File: config.mk
export PLATFORM = sky130hd
export DESIGN_NAME = axis_step_sequencer_with_offset
export DESIGN_NICKNAME = d
export VERILOG_FILES = /design/src/rtl/axss_pkg.sv /design/src/rtl/axss_ram.sv /design/src/rtl/axss_core.sv /design/src/rtl/axss_out_fifo.sv /design/src/rtl/axis_step_sequencer_with_offset.sv
export SDC_FILE = /design/constraint.sdc
export NUM_CORES = 1
export LEC_CHECK = 0
export BUFFER_PORTS_ARGS = -buffer_cell sky130_fd_sc_hd__buf_2
export CAP_MARGIN = 20
export CORE_MARGIN = 2
export CORE_UTILIZATION = 55
export CTS_CLUSTER_DIAMETER = 120
export DETAILED_ROUTE_END_ITERATION = 16
export PLACE_DENSITY_LB_ADDON = 0.08
export SYNTH_ARGS = -nofsm -noshare
export SYNTH_HDL_FRONTEND = slang
export SYNTH_HIERARCHICAL = 1
export SYNTH_SLANG_ARGS = --single-unit
File: constraint.sdc
create_clock -name clk_i -period 5.35 [get_ports clk_i]
set_input_delay 0.8025 -clock clk_i [delete_from_list [all_inputs] [get_ports clk_i]]
set_output_delay 0.8025 -clock clk_i [all_outputs]
set_load 0.05 [all_outputs]
File: src/rtl/axss_pkg.sv
package axss_pkg;

  // configuration register indexes
  localparam logic [1:0] CFG_SEQ_ENABLE  = 2'd0;
  localparam logic [1:0] CFG_STEP_COUNT  = 2'd1;
  localparam logic [1:0] CFG_AXIS_OFFSET = 2'd2;

  // input command codes
  localparam logic CMD_LOAD = 1'b0;
  localparam logic CMD_POLL = 1'b1;

  localparam logic [7:0] HELD_RESET = 8'd127;
  localparam logic [7:0] AXIS_MAX   = 8'd255;

  // result queue depth and its counter width
  localparam int unsigned OUT_DEPTH = 3;
  localparam int unsigned OUT_CW    = 2;

  typedef struct packed {
    logic [7:0] axis_value;
    logic       steps_done;
  } axss_res_t;

endpackage

File: src/rtl/axss_ram.sv
module axss_ram #(
  parameter int unsigned WIDTH = 8,
  parameter int unsigned DEPTH = 16,
  parameter int unsigned AW    = 4
) (
  input  logic             clk_i,
  input  logic             we_i,
  input  logic [AW-1:0]    waddr_i,
  input  logic [WIDTH-1:0] wdata_i,
  input  logic             re_i,
  input  logic [AW-1:0]    raddr_i,
  output logic [WIDTH-1:0] rdata_o
);

  logic [WIDTH-1:0] mem_q [DEPTH];
  logic [WIDTH-1:0] rdata_q;

  always_ff @(posedge clk_i) begin
    if (we_i) begin
      mem_q[waddr_i] <= wdata_i;
    end
    if (re_i) begin
      rdata_q <= mem_q[raddr_i];
    end
  end

  assign rdata_o = rdata_q;

endmodule

File: src/rtl/axss_core.sv
module axss_core #(
  parameter int unsigned PCB   = 32,
  parameter int unsigned IDX_W = 5,
  parameter int unsigned AW    = 4
) (
  input  logic                 clk_i,
  input  logic                 rst_ni,
  input  logic                 seq_enable_i,
  input  logic [IDX_W-1:0]     n_active_i,
  input  logic signed [7:0]    axis_offset_i,
  input  logic                 poll_i,
  input  logic [7:0]           real_value_i,
  input  logic [7:0]           rd_axis_i,
  input  logic [PCB-1:0]       rd_polls_i,
  output logic [AW-1:0]        ram_raddr_o,
  output logic                 busy_o,
  output logic                 push_o,
  output axss_pkg::axss_res_t  res_o
);
  import axss_pkg::*;

  logic             s1_valid_q;
  logic [7:0]       s1_real_q;
  logic [IDX_W-1:0] step_index_q, step_index_d;
  logic [PCB-1:0]   polls_in_step_q, polls_in_step_d;
  logic [7:0]       held_axis_q, held_axis_d;

  logic             running;
  logic [PCB:0]     limit;
  logic [PCB:0]     inc;
  logic             advance;
  logic signed [9:0] sum;
  logic [7:0]       off_val;

  assign running = seq_enable_i && (step_index_q < n_active_i);
  // a count of zero lasts one poll
  assign limit   = (rd_polls_i == '0) ? (PCB+1)'(1) : {1'b0, rd_polls_i};
  assign inc     = {1'b0, polls_in_step_q} + (PCB+1)'(1);
  assign advance = inc >= limit;

  always_comb begin
    step_index_d    = step_index_q;
    polls_in_step_d = polls_in_step_q;
    held_axis_d     = held_axis_q;
    if (s1_valid_q && running) begin
      if (advance) begin
        step_index_d    = step_index_q + IDX_W'(1);
        polls_in_step_d = '0;
        held_axis_d     = rd_axis_i;
      end else begin
        polls_in_step_d = inc[PCB-1:0];
      end
    end
  end

  // next poll reads the entry for the index this poll leaves behind
  assign ram_raddr_o = step_index_d[AW-1:0];

  assign sum = $signed({2'b00, s1_real_q}) + $signed({{2{axis_offset_i[7]}}, axis_offset_i});

  always_comb begin
    if (sum < 0) begin
      off_val = '0;
    end else if (sum > 10'sd255) begin
      off_val = AXIS_MAX;
    end else begin
      off_val = sum[7:0];
    end
  end

  always_comb begin
    if (running) begin
      res_o.axis_value = rd_axis_i;
    end else if (seq_enable_i) begin
      res_o.axis_value = held_axis_q;
    end else begin
      res_o.axis_value = off_val;
    end
    res_o.steps_done = step_index_d >= n_active_i;
  end

  assign push_o = s1_valid_q;
  assign busy_o = s1_valid_q;

  always_ff @(posedge clk_i or negedge rst_ni) begin
    if (!rst_ni) begin
      s1_valid_q      <= 1'b0;
      step_index_q    <= '0;
      polls_in_step_q <= '0;
      held_axis_q     <= HELD_RESET;
    end else begin
      s1_valid_q      <= poll_i;
      step_index_q    <= step_index_d;
      polls_in_step_q <= polls_in_step_d;
      held_axis_q     <= held_axis_d;
    end
  end

  always_ff @(posedge clk_i) begin
    if (poll_i) begin
      s1_real_q <= real_value_i;
    end
  end

endmodule

File: src/rtl/axss_out_fifo.sv
module axss_out_fifo (
  input  logic                         clk_i,
  input  logic                         rst_ni,
  input  logic                         push_i,
  input  axss_pkg::axss_res_t          data_i,
  input  logic                         pop_i,
  output logic                         valid_o,
  output axss_pkg::axss_res_t          data_o,
  output logic [axss_pkg::OUT_CW-1:0]  count_o
);
  import axss_pkg::*;

  localparam logic [OUT_CW-1:0] LAST = OUT_CW'(OUT_DEPTH - 1);

  axss_res_t         buf_q [OUT_DEPTH];
  logic [OUT_CW-1:0] wr_ptr_q, rd_ptr_q, count_q;
  logic              do_pop;

  assign do_pop  = pop_i && (count_q != '0);
  assign valid_o = count_q != '0;
  assign data_o  = buf_q[rd_ptr_q];
  assign count_o = count_q;

  always_ff @(posedge clk_i or negedge rst_ni) begin
    if (!rst_ni) begin
      wr_ptr_q <= '0;
      rd_ptr_q <= '0;
      count_q  <= '0;
    end else begin
      if (push_i) begin
        wr_ptr_q <= (wr_ptr_q == LAST) ? '0 : wr_ptr_q + OUT_CW'(1);
      end
      if (do_pop) begin
        rd_ptr_q <= (rd_ptr_q == LAST) ? '0 : rd_ptr_q + OUT_CW'(1);
      end
      if (push_i && !do_pop) begin
        count_q <= count_q + OUT_CW'(1);
      end else if (!push_i && do_pop) begin
        count_q <= count_q - OUT_CW'(1);
      end
    end
  end

  always_ff @(posedge clk_i) begin
    if (push_i) begin
      buf_q[wr_ptr_q] <= data_i;
    end
  end

endmodule

File: src/rtl/axis_step_sequencer_with_offset.sv
// Axis step sequencer with offset.
// Input channel (in_valid_i / in_stall_o) carries one beat per load or poll.
// A load (cmd_i = 0) writes entry_index_i of the step table and gives no
// result; a poll (cmd_i = 1) gives exactly one result beat on the output
// channel (out_valid_o / out_stall_i): the forced step value while the
// sequence runs, the held value once it has finished, or the real byte plus
// the signed offset, clamped to 0..255, when the sequence is disabled.
// Configuration: cfg_we_i writes cfg_wdata_i to register cfg_index_i
// (0 seq_enable, 1 step_count, 2 axis_offset); write only while idle.
// Throughput: one beat per cycle while in_stall_o is low, loads and polls
// mixed freely. A poll's result passes through registers in order: the step table RAM
// read is registered, then the step counter compare and update run in one
// stage that writes the result queue.
// Back-pressure: results wait in a three-entry queue; in_stall_o rises only
// when the queue plus the beat in flight would fill it.
// Reset clears the sequence to step 0 with held value 127 and empties the
// queue; the step table is not cleared and must be loaded before use.
module axis_step_sequencer_with_offset #(
  parameter int unsigned MAX_STEPS       = 16,
  parameter int unsigned POLL_COUNT_BITS = 32
) (
  input  logic        clk_i,
  input  logic        rst_ni,
  input  logic        cfg_we_i,
  input  logic [1:0]  cfg_index_i,
  input  logic [7:0]  cfg_wdata_i,
  input  logic        in_valid_i,
  output logic        in_stall_o,
  input  logic        cmd_i,
  input  logic [3:0]  entry_index_i,
  input  logic [7:0]  entry_axis_i,
  input  logic [31:0] entry_polls_i,
  input  logic [7:0]  real_value_i,
  output logic        out_valid_o,
  input  logic        out_stall_i,
  output logic [7:0]  axis_value_o,
  output logic        steps_done_o
);
  import axss_pkg::*;

  localparam int unsigned PCB   = POLL_COUNT_BITS;
  localparam int unsigned IDX_W = $clog2(MAX_STEPS + 1);
  localparam int unsigned AW    = (MAX_STEPS > 1) ? $clog2(MAX_STEPS) : 1;
  localparam int unsigned CW    = (IDX_W > 5) ? IDX_W : 5;
  localparam int unsigned DW    = 8 + PCB;

  logic              seq_enable_q;
  logic [4:0]        step_count_q;
  logic signed [7:0] axis_offset_q;

  logic              in_acc, poll, load;
  logic [IDX_W-1:0]  n_active;
  logic [PCB-1:0]    polls_sat;
  logic              wr_ok;
  logic [AW-1:0]     raddr;
  logic [DW-1:0]     rdata;
  logic              busy, push;
  axss_res_t         res, out_res;
  logic [OUT_CW-1:0] q_count;

  always_ff @(posedge clk_i or negedge rst_ni) begin
    if (!rst_ni) begin
      seq_enable_q  <= 1'b0;
      step_count_q  <= '0;
      axis_offset_q <= '0;
    end else if (cfg_we_i) begin
      unique case (cfg_index_i)
        CFG_SEQ_ENABLE:  seq_enable_q  <= cfg_wdata_i[0];
        CFG_STEP_COUNT:  step_count_q  <= cfg_wdata_i[4:0];
        CFG_AXIS_OFFSET: axis_offset_q <= cfg_wdata_i;
        default: ;
      endcase
    end
  end

  assign n_active = (CW'(step_count_q) > CW'(MAX_STEPS)) ? IDX_W'(MAX_STEPS)
                                                         : IDX_W'(step_count_q);

  // stall once the queue plus the stage in flight would fill it
  assign in_stall_o = ({1'b0, q_count} + (OUT_CW+1)'(busy)) >= (OUT_CW+1)'(OUT_DEPTH);
  assign in_acc     = in_valid_i && !in_stall_o;
  assign poll       = in_acc && (cmd_i == CMD_POLL);
  assign load       = in_acc && (cmd_i == CMD_LOAD);

  assign wr_ok = 9'(entry_index_i) < 9'(MAX_STEPS);

  generate
    if (PCB >= 32) begin : g_wide
      assign polls_sat = PCB'(entry_polls_i);
    end else begin : g_narrow
      assign polls_sat = (entry_polls_i[31:PCB] != '0) ? '1 : entry_polls_i[PCB-1:0];
    end
  endgenerate

  axss_ram #(
    .WIDTH (DW),
    .DEPTH (MAX_STEPS),
    .AW    (AW)
  ) u_table (
    .clk_i   (clk_i),
    .we_i    (load && wr_ok),
    .waddr_i (AW'(entry_index_i)),
    .wdata_i ({entry_axis_i, polls_sat}),
    .re_i    (poll),
    .raddr_i (raddr),
    .rdata_o (rdata)
  );

  axss_core #(
    .PCB   (PCB),
    .IDX_W (IDX_W),
    .AW    (AW)
  ) u_core (
    .clk_i         (clk_i),
    .rst_ni        (rst_ni),
    .seq_enable_i  (seq_enable_q),
    .n_active_i    (n_active),
    .axis_offset_i (axis_offset_q),
    .poll_i        (poll),
    .real_value_i  (real_value_i),
    .rd_axis_i     (rdata[DW-1:PCB]),
    .rd_polls_i    (rdata[PCB-1:0]),
    .ram_raddr_o   (raddr),
    .busy_o        (busy),
    .push_o        (push),
    .res_o         (res)
  );

  axss_out_fifo u_out (
    .clk_i   (clk_i),
    .rst_ni  (rst_ni),
    .push_i  (push),
    .data_i  (res),
    .pop_i   (!out_stall_i),
    .valid_o (out_valid_o),
    .data_o  (out_res),
    .count_o (q_count)
  );

  assign axis_value_o = out_res.axis_value;
  assign steps_done_o = out_res.steps_done;

endmodule

==> impl_metrics.env, run 1 <==
export IMPL_status="complete, no violations"
export IMPL_die_w_um=245
export IMPL_cp_required_ps=5700
export IMPL_yosysSeqAreaShare_pct=72.4
export IMPL_finalWirelength_um=72500
export IMPL_area_delta_synth_final_pct=13.9
export IMPL_initial_utilization_pct=55.5
export IMPL_yosysUniqueCellTypes=67
export IMPL_cp_arrival_ps=5510
export IMPL_syn_inst=1680
export IMPL_io_pins=79
export IMPL_drv_cap=0
export IMPL_drt_pass1_iterations=5
export IMPL_yosysTopAreaCellShare_pct=67.2
export IMPL_ant_nets=0
export IMPL_period_share_pct=96.3
export IMPL_clock_skew_ps=23.4
export IMPL_syn_avg_cell_area_um2=19.0
export IMPL_fin_area_um2=36400
export IMPL_max_stage_delay_ps=580
export IMPL_period_needed_ps=5150
export IMPL_vias=16400
export IMPL_gp_congestion=0.799
export IMPL_drv_slew=0
export IMPL_synth_seq_cells=781
export IMPL_drive_gt1_share_pct=23.6
export IMPL_clk_pin_slew_ps=60
export IMPL_crit_chain="and3_4 -> nand4_2 -> or2_4 -> nor4_4 -> nand2_1 -> xor2_2 -> inv_1 -> ha_1 -> nand4_1 -> nor4bb_4 -> and3_4 -> a211oi_2 -> nand3_2 -> nand2_4 -> xnor2_4 -> buf_8 -> buf_16 -> mux4_1 -> a22oi_1 -> nand2_1"
export IMPL_via_per_inst=6.17
export IMPL_grt_ovfl_total=0
export IMPL_finalNonFillerCells=2664
export IMPL_hold_viol_final=0
export IMPL_insertedDiodeCount=0
export IMPL_worstHoldPathType="input port to flop"
export IMPL_cts_buffer_depth=3
export IMPL_antenna_found_initial=4
export IMPL_syn_nets=1804
export IMPL_worst_pin_slew_ps=1010
export IMPL_dp_slack_ps=-334
export IMPL_htree_levels=3
export IMPL_dieArea_um2=60000
export IMPL_grt_pass1_wl_um=107000
export IMPL_max_slew_margin_pct=32.3
export IMPL_drt_iter0_drc=1481
export IMPL_synthFlopType="edfxtp_1"
export IMPL_setup_slack_ps=196
export IMPL_holdBufCountCts=0
export IMPL_startpoint_type="flop"
export IMPL_dp_final_hpwl_um=39200
export IMPL_crit_type="flop to flop"
export IMPL_grt_pass1_vias=16400
export IMPL_netlist_top_cells_area="edfxtp_1 (67%), mux4_2 (7.1%), mux4_1 (4.9%)"
export IMPL_core_area_um2=57600
export IMPL_slowest_stage="mux4_1"
export IMPL_yosysTopAreaCell="edfxtp_1"
export IMPL_cts_sinks=781
export IMPL_place_area_um2=33600
export IMPL_dp_cells=2512
export IMPL_root_buffer="clkbuf_16"
export IMPL_synthesis_area_um2=31900
export IMPL_grt_use_total_pct=24.6
export IMPL_cts_made_buffers=79
export IMPL_max_freq_ghz=0.194
export IMPL_setup_viol=0
export IMPL_critPathCaptureType="flop"
export IMPL_grt_max_degree=67
export IMPL_drc=0
export IMPL_clk_latency_ps=630
export IMPL_cp_max_fo=18
export IMPL_ir_drop_mv=0.385
export IMPL_ys_warn_count=6
export IMPL_port_buffers=78
export IMPL_placementRows=88
export IMPL_p_per_area_nw_per_um2=372
export IMPL_cts_tree="built"
export IMPL_n_fill_cell=3993
export IMPL_num_nets_final=1961
export IMPL_die_h_um=245
export IMPL_synth_async_reset_ratio_pct=8.45
export IMPL_synth_edf_count=715
export IMPL_p_leak_nw=12.5
export IMPL_wire_per_inst_um=27.2
[layout by cell type, fill, tap and decap left out, types with 10 or more instances in the layout]
master / instances
a21o_1: 11
a21oi_1: 17
a22oi_1: 77
and3_1: 14
buf_12: 13
buf_2: 78
buf_4: 50
clkbuf_1: 19
clkbuf_16: 83
clkinv_1: 18
clkinv_2: 10
dfrtp_1: 58
edfxtp_1: 715
ha_1: 55
inv_1: 53
mux2_2: 24
mux4_1: 60
mux4_2: 100
nand2_1: 113
nand3_1: 14
nand4_1: 11
nor2_1: 29
nor2_4: 13
nor3_1: 11
nor4_1: 10
o21ai_0: 41
o21ai_1: 11
xnor2_1: 30
xor2_1: 12
[timing repair]
item,in CTS,in global routing
resized for setup,8,21
pin swaps,0,5
setup endpoints to repair,43,43
cloned,0,2
setup buffers,2,4
[worst max-delay path, delay by kind of cell, from the launching register on]
family | cells | cell delay (ps)
xor+xnor | 2 | 480
simple gates | 11 | 2350
mux | 1 | 580
fa+ha+maj | 1 | 300
compound gates | 2 | 260
buf+inv | 3 | 490
flops | 1 | 400
[layer usage]
| layer | GRT usage, % | part of all wire, % |
|---|---|---|
| met3 | 4.56 | 6.8 |
| met1 | 36.7 | 44 |
| met5 | 0 | 0.061 |
| met2 | 38.0 | 47 |
| met4 | 6.49 | 2.2 |
[kinds of logic after synthesis]
kind of cell / count (synthesis) / synth area share, %
flip-flops: 781 / 72.4
AND/OR/NAND/NOR: 274 / 4.31
multiplexers: 201 / 13.5
AO/OA/AOI/OAI: 194 / 4.06
buffers and inverters: 130 / 2.28
adder cells (fa/ha/maj): 56 / 2.22
XOR/XNOR: 44 / 1.21
[sequential cells by signal, indices dropped and copies added, names as in the netlist, 2 cells and up]
signal                  cells
axis_offset_q               8
step_count_q                5
u_core/held_axis_q          8
u_core/polls_in_step_q     32
u_core/s1_real_q            8
u_core/step_index_q         5
u_out/buf_q                27
u_out/count_o               2
u_out/rd_ptr_q              2
u_out/wr_ptr_q              2
u_table/mem_q             640
u_table/rdata_o            40
[stage by stage]
step / hold WS (ps) / TNS [ps] / power (W) / utilization [%]
floorplan: 471 / 0 / 0.00788 / -
global placement: 481 / -6210 / 0.00827 / 58.4
detailed placement: 487 / -9330 / 0.00830 / 58.4
CTS: 335 / -9.27 / 0.0136 / 62.8
global route: 340 / -20.5 / 0.0140 / 63.2
finish: 365 / 0 / 0.0135 / 63.2
[where the power goes]
group | switching, W | leakage [nW] | internal (W)
Combinational | 0.000747 | 3.96 | 0.000339
Sequential | 0.000171 | 7.31 | 0.00691
Clock | 0.00226 | 1.22 | 0.00309
Total | 0.00318 | 12.5 | 0.0103
[Yosys cell counts, drive strengths merged, types with 3 or more instances]
cell type	instances
nor4	11
nor2b	9
buf	37
nor3	17
o31ai	6
nand3	15
inv	54
xor2	13
edfxtp	715
a21oi	17
o21ai	54
a22o	8
dfrtp	59
dfstp	7
and3	16
nand2	114
o21bai	3
clkbuf	39
nand3b	4
mux2i	9
a22oi	80
and2	4
nor2	44
nand2b	9
a21o	11
mux2	32
or2	4
nand4	12
and4	4
xnor2	31
a211oi	3
mux4	160
ha	55
[path summary, 6_finish.rpt]
check	end	slack (ps)	cells after the start	startpoint
setup / recovery	u_table/rdata_o[22]$_DFFE_PP_	200	20	u_core/polls_in_step_q[4]$_DFFE_PN0P_
hold / removal	u_core/s1_real_q[6]$_DFFE_PP_	370	1	real_value_i[6]
setup reg to reg	u_table/rdata_o[22]$_DFFE_PP_	200	20	u_core/polls_in_step_q[4]$_DFFE_PN0P_
hold reg to reg	step_count_q[1]$_DFFE_PN0P_	510	1	step_count_q[1]$_DFFE_PN0P_
max in group asynchronous	u_core/polls_in_step_q[2]$_DFFE_PN0P_	4290	2	rst_ni
min in group asynchronous	u_out/rd_ptr_q[0]$_DFFE_PN0P_	380	2	rst_ni
[area by class of cell]
class / instances / area [um2] / area share, %
sequential: 781 / 23100 / 63.6
multi-input combinational: 769 / 8330 / 22.9
clock buffer: 100 / 2100 / 5.77
timing repair buffer: 152 / 1250 / 3.44
tap: 765 / 957 / 2.63
clock inverter: 43 / 412 / 1.13
inverter: 54 / 203 / 0.557
Power figures use the tool's default switching activity.
==> inputs of run 2 (changes only) <==
Clock period 5.35 ns to 5.5 ns, I/O delays scaled along.
==> run 2 against run 1 <==
  * Critical path depth unchanged
  * Cell count is 0.15% higher
  * Count of clock-buffer cells in the layout is 4 lower
  * Sequential share of layout area decreased by 0.15 points
  * Combinational power is 4% lower
  * Routed wire length rose by 2.4%
  * Worst setup slack worse by 6.2 ps
  * Sequential power shrank 3%
  * Clock skew shrank 8.1 ps
  * Worst hold slack better by 17 ps
  * First-iteration DRC count is 0.47% higher
  * Critical path type unchanged
  * Highest routed layer unchanged
==> impl_metrics.env, run 2 (synthesis gave the netlist of run 1 again) <==
export IMPL_placementRows=88
export IMPL_critPathCaptureType="flop"
export IMPL_drv_cap=0
export IMPL_cp_max_fo=18
export IMPL_worstHoldPathType="input port to flop"
export IMPL_htree_levels=3
export IMPL_vias=16500
export IMPL_cts_made_buffers=80
export IMPL_finalWirelength_um=74200
export IMPL_port_buffers=78
export IMPL_max_slew_margin_pct=26.9
export IMPL_via_per_inst=6.18
export IMPL_die_w_um=245
export IMPL_dieArea_um2=60000
export IMPL_holdWs_ps=383
export IMPL_grt_pass1_wl_um=107000
export IMPL_crit_type="flop to flop"
export IMPL_drv_slew=0
export IMPL_root_buffer="clkbuf_16"
export IMPL_regMostFlops="u_table/mem_q"
export IMPL_antenna_found_initial=3
export IMPL_grt_ovfl_total=0
export IMPL_clk_pin_slew_ps=60
export IMPL_dp_cells=2505
export IMPL_period_share_pct=96.6
export IMPL_finalPower_w=0.0134
export IMPL_core_area_um2=57600
export IMPL_finalNonFillerCells=2668
export IMPL_drt_iter0_drc=1488
export IMPL_cp_arrival_ps=5660
export IMPL_drive_gt1_share_pct=24.0
export IMPL_startpoint_type="flop"
export IMPL_drc=0
export IMPL_area_delta_synth_final_pct=14.2
export IMPL_ir_drop_mv=0.386
export IMPL_cp_required_ps=5850
export IMPL_final_cell_mix="edfxtp_1 (715), nand2_1 (113), mux4_2 (100), clkbuf_16 (84), a22oi_1 (79)"
export IMPL_dp_slack_ps=-298
export IMPL_clock_skew_ps=15.3
export IMPL_num_nets_final=1957
export IMPL_dp_final_hpwl_um=40400
export IMPL_place_area_um2=33600
export IMPL_grt_pass1_vias=16300
export IMPL_setup_slack_ps=190
export IMPL_status="complete, no violations"
export IMPL_fin_area_um2=36500
export IMPL_die_h_um=245
export IMPL_worst_pin_slew_ps=1090
export IMPL_period_needed_ps=5310
export IMPL_final_common_cell="edfxtp_1"
export IMPL_hold_viol_final=0
export IMPL_p_per_area_nw_per_um2=367
export IMPL_gp_congestion=0.814
export IMPL_drt_pass1_iterations=5
export IMPL_setup_viol=0
export IMPL_clk_latency_ps=630
export IMPL_p_leak_nw=12.5
export IMPL_grt_max_degree=83
export IMPL_max_freq_ghz=0.188
export IMPL_initial_utilization_pct=55.5
export IMPL_ant_nets=0
export IMPL_io_pins=79
export IMPL_largest_reg_flops=640
export IMPL_wire_per_inst_um=27.8
export IMPL_cts_sinks=781
export IMPL_grt_use_total_pct=24.9
export IMPL_cts_buffer_depth=3
export IMPL_cts_tree="built"
## run 2: changes by cell type in the layout (fill, tap and decap cells not counted), moves of 3 or more
cell and delta:
buf_12 +5, buf_6 -3, buf_4 -4, buf_16 -3
clkinv_2 +7, clkinvlp_4 +5, clkbuf_1 -6
## run 2: power breakdown
part	internal (W)	switching [W]
combinational	0.000328	0.000723
sequential	0.00673	0.000169
clock	0.00316	0.00229
total	0.0102	0.00318
## run 2: repair_timing
item | 4_1_cts | 5_1_grt
setup buffers | 4 | 3
setup endpoints to repair | 43 | 43
pin swaps | 0 | 4
cloned | 1 | 3
hold buffers | 0 | 0
resized for setup | 8 | 11
## run 2: final timing paths
| check | startpoint | endpoint | slack, ps | cells past startpoint |
|---|---|---|---|---|
| max in group asynchronous | rst_ni | u_core/polls_in_step_q[0]$_DFFE_PN0P_ | 4440 | 2 |
| worst max register to register | u_core/polls_in_step_q[4]$_DFFE_PN0P_ | u_table/rdata_o[14]$_DFFE_PP_ | 190 | 20 |
| worst max-delay path | u_core/polls_in_step_q[4]$_DFFE_PN0P_ | u_table/rdata_o[14]$_DFFE_PP_ | 190 | 20 |
| worst min register to register | step_count_q[1]$_DFFE_PN0P_ | step_count_q[1]$_DFFE_PN0P_ | 500 | 1 |
| worst min-delay path | real_value_i[4] | u_core/s1_real_q[4]$_DFFE_PP_ | 380 | 1 |
| min in group asynchronous | rst_ni | u_out/wr_ptr_q[0]$_DFFE_PN0P_ | 390 | 2 |
## run 2: worst max-delay path: stages (launching register included)
cell and delay, ps:
dfrtp_1 410, and3_1 230, nand4_2 130, or2_2 390, nor4_4 320, and4_1 250
xnor2_1 150, inv_1 100, ha_1 310, nand3_1 190, nor4bb_4 360, and3_4 260
a211oi_2 50, nand3_2 140, nand2_4 130, xnor2_4 250, buf_12 200, buf_12 200
mux4_1 620, a22oi_1 190, nand2_1 140
## run 2: cell type report
type | count | area (um2)
Sequential cell | 781 | 23100
Fill cell | 3944 | 21100
Multi-Input combinational cell | 771 | 8350
Clock buffer | 96 | 2130
Timing Repair Buffer | 145 | 1180
Tap cell | 765 | 957
Clock inverter | 54 | 518
Inverter | 54 | 203
Antenna cell | 2 | 5.00
## run 2: stage by stage
stage	utilization [%]	TNS [ps]
floorplan	-	0
global placement	58.3	-5510
detailed placement	58.3	-5600
CTS	63.1	0
global route	63.3	-9.86
finish	63.3	0
## run 2: routing by layer
metal	global-route usage (%)	part of all wire (%)	routed length (um)	vias up
met5	0	0.036	27	-
met4	7.41	2.9	2150	4
met3	5.20	7.0	5190	134
met2	38.5	47	34800	631
met1	36.1	43	32000	8603
li1	-	-	-	7119
==> inputs of run 3 (changes only) <==
Settings changed: SYNTH_HIERARCHICAL 1 to default.
==> run 3 against run 2 <==
  * Sequential share of layout area down 3.8 points
  * Critical path depth down 1
  * Utilization down 0.27 points
  * Largest cell class unchanged
  * Largest power group unchanged
  * Highest routed layer is now met4
==> impl_metrics.env, run 3 <==
export IMPL_largest_reg_flops=640
export IMPL_cpLargestDelayFamily="simple AND/OR/NAND/NOR gates"
export IMPL_yosysUniqueCellTypes=74
export IMPL_slowest_stage="mux2_8"
export IMPL_grt_ovfl_total=0
export IMPL_max_stage_delay_ps=540
export IMPL_cp_arrival_ps=5650
export IMPL_critPathCaptureType="flop"
export IMPL_synth_seq_cells=781
export IMPL_synthesis_area_um2=34000
export IMPL_initial_utilization_pct=55.4
export IMPL_cts_buffer_depth=3
export IMPL_core_area_um2=61500
export IMPL_drt_pass1_iterations=5
export IMPL_synth_async_reset_ratio_pct=8.45
export IMPL_root_buffer="clkbuf_16"
export IMPL_io_pins=79
export IMPL_grt_pass1_vias=22000
export IMPL_startpoint_type="flop"
export IMPL_syn_nets=2518
export IMPL_clk_latency_ps=640
export IMPL_setup_viol=0
export IMPL_syn_avg_cell_area_um2=14.2
export IMPL_drt_met1_wl_um=38600
export IMPL_via_per_inst=6.85
export IMPL_drv_cap=0
export IMPL_yosysTopAreaCell="edfxtp_1"
export IMPL_num_nets_final=2617
export IMPL_crit_chain="ha_2 -> and2_4 -> nand3_2 -> or2_4 -> nor4_4 -> nand3_2 -> nor2_4 -> nand3_2 -> xnor2_2 -> ha_1 -> a21o_1 -> a221o_1 -> or3_4 -> o21ai_4 -> mux2_8 -> buf_12 -> o221a_2 -> a32oi_1 -> o211ai_1"
export IMPL_drv_slew=0
export IMPL_critPathBufInv=1
export IMPL_vias=23000
export IMPL_place_area_um2=35700
export IMPL_status="complete, no violations"
export IMPL_synth_edf_count=715
export IMPL_cp_max_fo=26
export IMPL_yosysSeqAreaShare_pct=68.0
export IMPL_worstHoldPathType="input port to flop"
export IMPL_cp_required_ps=5850
export IMPL_drc=0
export IMPL_cp_common_cell="nand3_2"
export IMPL_antenna_found_initial=7
export IMPL_final_cell_mix="edfxtp_1 (715), o22ai_1 (200), nand2_1 (174), o221ai_1 (153), o21ai_0 (137)"
export IMPL_period_needed_ps=5310
export IMPL_die_w_um=253
export IMPL_syn_inst=2393
export IMPL_finalWirelength_um=94700
export IMPL_drt_iter0_drc=2677
export IMPL_clock_skew_ps=17.6
export IMPL_grt_max_degree=188
export IMPL_clk_pin_slew_ps=60
export IMPL_yosysTopAreaCellShare_pct=63.1
export IMPL_drive_gt1_share_pct=18.0
export IMPL_p_leak_nw=12.9
export IMPL_max_freq_ghz=0.188
export IMPL_grt_use_total_pct=29.1
export IMPL_dieArea_um2=63900
export IMPL_netlist_top_cells_area="edfxtp_1 (63%), dfrtp_1 (4.3%), o221ai_1 (3.9%)"
export IMPL_ys_warn_count=0
export IMPL_port_buffers=78
export IMPL_dp_final_hpwl_um=53200
export IMPL_fin_area_um2=38800
export IMPL_max_slew_margin_pct=27.0
export IMPL_met2WireLength_um=44100
export IMPL_holdWs_ps=368
export IMPL_synthFlopType="edfxtp_1"
export IMPL_cts_tree="built"
export IMPL_cts_sinks=781
export IMPL_ir_drop_mv=0.221
export IMPL_highest_layer="met4"
export IMPL_n_fill_cell=4540
export IMPL_placementRows=91
export IMPL_yosysMostFrequentCell="edfxtp_1"
export IMPL_hold_viol_final=0
export IMPL_die_h_um=253
export IMPL_grt_pass1_wl_um=138000
export IMPL_period_share_pct=96.5
export IMPL_final_common_cell="edfxtp_1"
export IMPL_htree_levels=3
export IMPL_p_per_area_nw_per_um2=347
export IMPL_dr_wl_met3_um=8880
export IMPL_crit_type="flop to flop"
export IMPL_ant_nets=0
export IMPL_area_delta_synth_final_pct=13.9
export IMPL_gp_congestion=0.819
export IMPL_worst_pin_slew_ps=1090
export IMPL_synth_commonest_cells="edfxtp_1 (715), o22ai_1 (200), nand2_1 (176)"
export IMPL_regMostFlops="u_table.mem_q"
export IMPL_wire_per_inst_um=28.2
export IMPL_cts_made_buffers=84
export IMPL_holdBufCountCts=0
## run 3: changes by cell type in the layout (fill, tap and decap cells not counted), moves of 41 or more
cell / change
mux4_1: -60
mux2i_1: +41
o21ai_0: +96
nand2_1: +61
o22ai_1: +199
o22a_1: +46
mux4_2: -97
a22oi_1: -79
nor2_1: +47
o221ai_1: +152
## run 3: area by class of cell
class	instances	area, um2	area share [%]
inverters	50	188	0.484
multi-input cells	1392	10300	26.5
clock inverters	49	445	1.15
diodes	4	10.0	0.0258
repair buffers	183	1530	3.95
flip-flops and latches	781	23100	59.7
well taps	790	988	2.55
clock buffers	104	2200	5.67
## run 3: what timing repair did
action / 4_1_cts / 5_1_grt
pin swaps: 1 / 8
buffers inserted: 2 / 14
setup endpoints to repair: 7 / 42
resized for setup: 2 / 20
gates cloned: 1 / 5
## run 3: stage by stage
stage / total power, W / TNS (ps) / setup slack [ps] / cells / util [%]
3_5_place_dp: 0.00810 / -97.2 / -28.6 / 3173 / 58.1
2_1_floorplan: 0.00765 / 0 / 7.20 / 2393 / -
5_1_grt: 0.0139 / -185 / -33.1 / 3350 / 63.1
3_3_place_gp: 0.00806 / 0 / 20.1 / 3173 / 58.1
6_report: 0.0134 / 0 / 193 / 3353 / 63.1
4_1_cts: 0.0135 / 0 / 30.5 / 3329 / 62.5
## run 3: worst reg2reg max path: stages (launching register included)
cell and delay (ps):
dfrtp_1 390, ha_2 200, and2_4 150, nand3_2 90, or2_4 280, nor4_4 300, nand3_2 180, nor2_4 170
nand3_2 120, xnor2_2 160, ha_1 320, a21o_1 180, a221o_1 360, or3_4 420, o21ai_4 230, mux2_8 540
buf_12 230, o221a_2 290, a32oi_1 230, o211ai_1 200
## run 3: where the power goes
part | total, W | internal [W] | switching [W]
Sequential | 0.00692 | 0.00674 | 0.000188
Combinational | 0.00108 | 0.000350 | 0.000726
Clock | 0.00544 | 0.00310 | 0.00234
## run 3: final timing paths
| kind | start | slack, ps | cells after the start | end |
|---|---|---|---|---|
| max | u_core.polls_in_step_q[1]$_DFFE_PN0P_ | 190 | 19 | u_table.rdata_o[3]$_DFFE_PP_ |
| min | real_value_i[3] | 370 | 1 | u_core.s1_real_q[3]$_DFFE_PP_ |
| max reg2reg | u_core.polls_in_step_q[1]$_DFFE_PN0P_ | 190 | 19 | u_table.rdata_o[3]$_DFFE_PP_ |
| min reg2reg | u_table.rdata_o[38]$_DFFE_PP_ | 510 | 1 | u_core.held_axis_q[6]$_DFFE_PN1P_ |
| max in group asynchronous | rst_ni | 4430 | 2 | u_core.step_index_q[0]$_DFF_PN0_ |
| min in group asynchronous | rst_ni | 390 | 2 | u_out.rd_ptr_q[0]$_DFFE_PN0P_ |
## run 3: cells by family after synthesis
family,Yosys count,synth area share (%)
compound gates,772,16.7
xor+xnor,42,1.08
fa+ha+maj,57,2.12
buf+inv,221,2.68
flops,781,68.0
mux,117,3.80
simple gates,403,5.64
## run 3: layer usage
layer / up-vias / GRT usage (%)
li1: 10000 / -
met1: 11600 / 41.4
met2: 1160 / 45.1
met3: 197 / 5.49
met4: 0 / 10.3
met5: - / 0
